File: config.mk
export PLATFORM = sky130hd
export DESIGN_NAME = wfts_front
export DESIGN_NICKNAME = d
export VERILOG_FILES = /design/src/rtl/wfts_pkg.sv /design/src/rtl/wfts_front.sv
export SDC_FILE = /design/constraint.sdc
export NUM_CORES = 1
export LEC_CHECK = 0
export ABC_AREA = 1
export BUFFER_PORTS_ARGS = -buffer_cell sky130_fd_sc_hd__buf_2
export CAP_MARGIN = 20
export CORE_MARGIN = 3
export CORE_UTILIZATION = 51
export DETAILED_ROUTE_END_ITERATION = 12
export MAX_ROUTING_LAYER = met4
export PLACE_DENSITY_LB_ADDON = 0.25
export SLEW_MARGIN = 20
export SYNTH_ARGS = -nofsm -noshare
export SYNTH_HDL_FRONTEND = slang
export SYNTH_SLANG_ARGS = --single-unit
File: constraint.sdc
create_clock -name clk -period 3.55 [get_ports clk]
set_input_delay 0.1775 -clock clk [delete_from_list [all_inputs] [get_ports clk]]
set_output_delay 0.1775 -clock clk [all_outputs]
set_load 0.1 [all_outputs]
File: src/rtl/wfts_pkg.sv
package wfts_pkg;

  localparam int TIME_W = 24;
  localparam int CNT_W  = 7;
  localparam int STAT_W = 2;

  // GPU status codes.
  localparam logic [STAT_W-1:0] GPU_NA    = 2'd0;
  localparam logic [STAT_W-1:0] GPU_WAIT  = 2'd1;
  localparam logic [STAT_W-1:0] GPU_STATS = 2'd2;

  typedef struct packed {
    logic [TIME_W-1:0] cpu_time;
    logic [TIME_W-1:0] gpu_time;
    logic              gpu_supported;
    logic              gpu_valid;
  } item_t;

  // Classification made by the front end.
  typedef struct packed {
    logic gpu_push;
    logic gpu_clear;
  } cls_t;

  typedef struct packed {
    item_t item;
    cls_t  cls;
  } fe_item_t;

  typedef struct packed {
    logic [TIME_W-1:0] cpu_now;
    logic [CNT_W-1:0]  cpu_count;
    logic [TIME_W-1:0] cpu_mean;
    logic [TIME_W-1:0] cpu_min;
    logic [TIME_W-1:0] cpu_max;
    logic [STAT_W-1:0] gpu_status;
    logic [TIME_W-1:0] gpu_now;
    logic [CNT_W-1:0]  gpu_count;
    logic [TIME_W-1:0] gpu_mean;
    logic [TIME_W-1:0] gpu_min;
    logic [TIME_W-1:0] gpu_max;
  } result_t;

endpackage

File: src/rtl/wfts_front.sv
module wfts_front (
  input  logic              clk,
  input  logic              rst,
  input  logic              push,
  output logic              full,
  input  wfts_pkg::item_t   in_item,
  output logic              fe_valid,
  input  logic              fe_pop,
  output wfts_pkg::fe_item_t fe_item
);
  import wfts_pkg::*;

  fe_item_t   slots [2];
  logic       wr_ptr;
  logic       rd_ptr;
  logic [1:0] count;
  logic       do_push;
  logic       do_pop;
  fe_item_t   cls_item;

  assign full     = (count == 2'd2);
  assign fe_valid = (count != 2'd0);
  assign do_push  = push && !full;
  assign do_pop   = fe_pop && fe_valid;
  assign fe_item  = slots[rd_ptr];

  // Classify the GPU flags of the incoming beat.
  always_comb begin
    cls_item.item          = in_item;
    cls_item.cls.gpu_clear = !in_item.gpu_supported;
    cls_item.cls.gpu_push  = in_item.gpu_supported && in_item.gpu_valid;
  end

  // Two-entry queue storage.
  always_ff @(posedge clk) begin
    if (do_push) begin
      slots[wr_ptr] <= cls_item;
    end
  end

  // Queue pointers and occupancy.
  always_ff @(posedge clk) begin
    if (rst) begin
      wr_ptr <= 1'b0;
      rd_ptr <= 1'b0;
      count  <= 2'd0;
    end else begin
      if (do_push) begin
        wr_ptr <= !wr_ptr;
      end
      if (do_pop) begin
        rd_ptr <= !rd_ptr;
      end
      if (do_push && !do_pop) begin
        count <= count + 2'd1;
      end else if (do_pop && !do_push) begin
        count <= count - 2'd1;
      end
    end
  end

endmodule

==> summary.md <==
| Metric | Value |
|---|---|
| Total gr overflow | 0 |
| Reg-to-reg slack, setup | 1730 ps |
| Worst VDD drop | 0.8836 mV |
| WP data required | 3370 ps |
| Root buf cell | clkbuf_8 |
| Die ar. | 9492 sq um |
| Area contributors post-synth | edfxtp_1, mux2_4, buf_12 |
| Most common cell in the netlist | edfxtp_1 |
| Power per cell area | 886.6 nW/um^2 |
| Hold Path Depth | 1 |
| DRC viols | 0 |
| Max-Cap Viols | 0 |
| Rows | 32 |
| RR Startpoint | count[1]$_SDFFE_PP0P_ |
| Final Non-Filler Cells | 434 |
| Worst Path Max Fanout | 52 |
| Yosys reg bits | 109 |
| Synthesized area | 4263 sq um |
| Die height | 97.43 um |
| Core area | 7928 sq um |
| Yosys cell types | 15 |
| Clock Skews | 5.303 ps |
| Period Utilization, post-route | 63.60% |
| Syn Inst Count | 202 |
| Slew @ Worst Pin | 958.2 ps |
| Max Root-Sink Buffers | 2 |
| Antenna Diode Count | 0 |
| Yosys top cell by area | edfxtp_1 |
| CTS tree | built |
| Max-slew violations | 0 |
| Hold Path Class | primary input to flop |
| First-pass GRT wire length | 10.66 mm |
| Final HPWL DP | 4.474 mm |
| Post-synth EDFFs | 104 |
| Hold Path Sink | slots[1][28]$_DFFE_PP_ |
| Min cycle time layout | 2258 ps |
| RSZ-0062 raised after global routing | false |
| Syn nets | 257 |
| Final Net Count | 383 |
| Reg clk slew, reported paths | 90 ps |
| R2r endpoint | slots[1][11]$_DFFE_PP_ |
| Lkg Pwr | 2.078 nW |
| Initial antenna violation count | 0 |
| Post-synthesis sequential area ratio | 75.61% |
| Post-route setup TNS | 0 ps |
| Syn Area/Cell | 21.10 sq um |
| Async S/R FF share, synth | 0% |
| Final hold vios | 0 |
| Drt total wl | 6.730 mm |
| Area Overhead vs Synth | 21.93% |
| DRT iter0 DRCs | 75 |
| Num CTS Buffers | 9 |
| TritonRoute pass-1 iters | 4 |
| Remaining antenna violation count | 0 |
| Min-delay src | in_item[26] |
| Share of the synthesized area in the top cell type | 73.26% |
| Port Buffer Count | 107 |
| Final Wtd Congestion | 0.7875 |
| Vias | 2102 |
| Final setup fails | 0 |
| Clk Latency, worst-skew pair | 340 ps |
| R2r worst-path depth | 4 |
| Ys flop type | edfxtp_1 |
| Startpoint types | flop |
| Peak Freq | 442.9 MHz |
| Ys Warns | 0 |
| Critical path arrival | 2080 ps |
| Postcts setup bufs | 0 |
| DR vias/cell | 4.843 |
| Sink Count | 109 |
| Layout cells sized above 1 | 53.61% |
| Global Route Usage Sum | 14.70% |
| Vias in the first global route | 2278 |
| CP Capture Type | output pin |
| Ports | 108 |
| Largest net degree at the start of global routing | 53 |
| Post-CTS Resized | 0 |
| Placed insts | 407 |
| Initial Util | 53.77% |
| CP Class | flop to output pin |
| Synth top cells by count | edfxtp_1, mux2_4, inv_1 |
| Hold Buf Count CTS | 8 |
| DR WL/cell | 15.51 um |
| Fillers | 579 |
| Relative slew slack | 36.12% |
| Die W | 97.43 um |
| H-tree depth | 3 |
| Status | complete, no violations |
layout by cell type (no fill, tap or decap), drive strengths merged:
cell type / count
a21oi: 2
buf: 109
bufinv: 2
clkbuf: 10
clkinv: 2
clkinvlp: 1
dfxtp: 5
dlygate4sd3: 12
edfxtp: 104
ha: 1
inv: 10
mux2: 52
nand2: 8
nand3: 2
nand4: 1
nor2: 8
o21ai: 3
power by group:
part | internal (mW) | total, mW | switching (mW)
Sequential | 1.63 | 1.76 | 0.136
Combinational | 0.471 | 2.09 | 1.62
Clock | 0.390 | 0.756 | 0.365
Total | 2.49 | 4.61 | 2.12
worst max path at each step:
stage	startpoint	end
4_1_cts	flop	fe_item[3]
3_3_place_gp	flop	fe_item[1]
6_report	flop	fe_item[1]
3_5_place_dp	flop	fe_item[1]
5_1_grt	flop	fe_item[1]
2_1_floorplan	count[1]$_SDFFE_PP0P_	slots[0][0]$_DFFE_PP_
area by class of cell:
cell class | count | area [sq um] | area share (%)
multi-input combinational | 77 | 905.9 | 17.43
clock inverter | 5 | 76.32 | 1.468
inverter | 10 | 37.54 | 0.7222
timing repair buffer | 121 | 695.7 | 13.38
tap | 102 | 127.6 | 2.455
clock buffer | 10 | 127.6 | 2.455
sequential | 109 | 3227 | 62.08
critical path, stage by stage, from the launching register on:
cell	delay (ps)
dfxtp_4	1000
mux2_4	300
buf_2	420
registers in the layout, indices dropped and copies added, names as in the netlist, named ones only:
name / flops
count: 2
rd_ptr: 1
slots: 104
wr_ptr: 1
metal layers:
metal,GRT usage (%),wire length (um)
met1,16.81,2768
met2,25.09,3452
met3,3.589,404
met4,5.644,104
met5,-,0
cells by family (layout without fill, tap and decap cells):
group,Yosys count,count (layout),share of synthesized area [%]
compound gates,5,5,0.6751
mux,52,52,18.14
buf+inv,16,146,3.493
fa+ha+maj,1,1,0.2935
simple gates,19,19,1.791
flops,109,109,75.61
per-stage QoR:
stage	util (%)	cell area (sq um)	setup slack [ps]	hold WS, ps	power, mW
5_1_grt	65.56	5197	1171	0.5650	4.780
2_1_floorplan	-	4263	432.0	276.4	3.667
6_report	65.56	5197	1292	22.15	4.608
3_3_place_gp	61.47	4873	1627	365.0	3.875
4_1_cts	65.06	5157	1238	1.199	4.647
3_5_place_dp	61.47	4873	1629	368.9	3.894
Power figures use the tool's default switching activity.
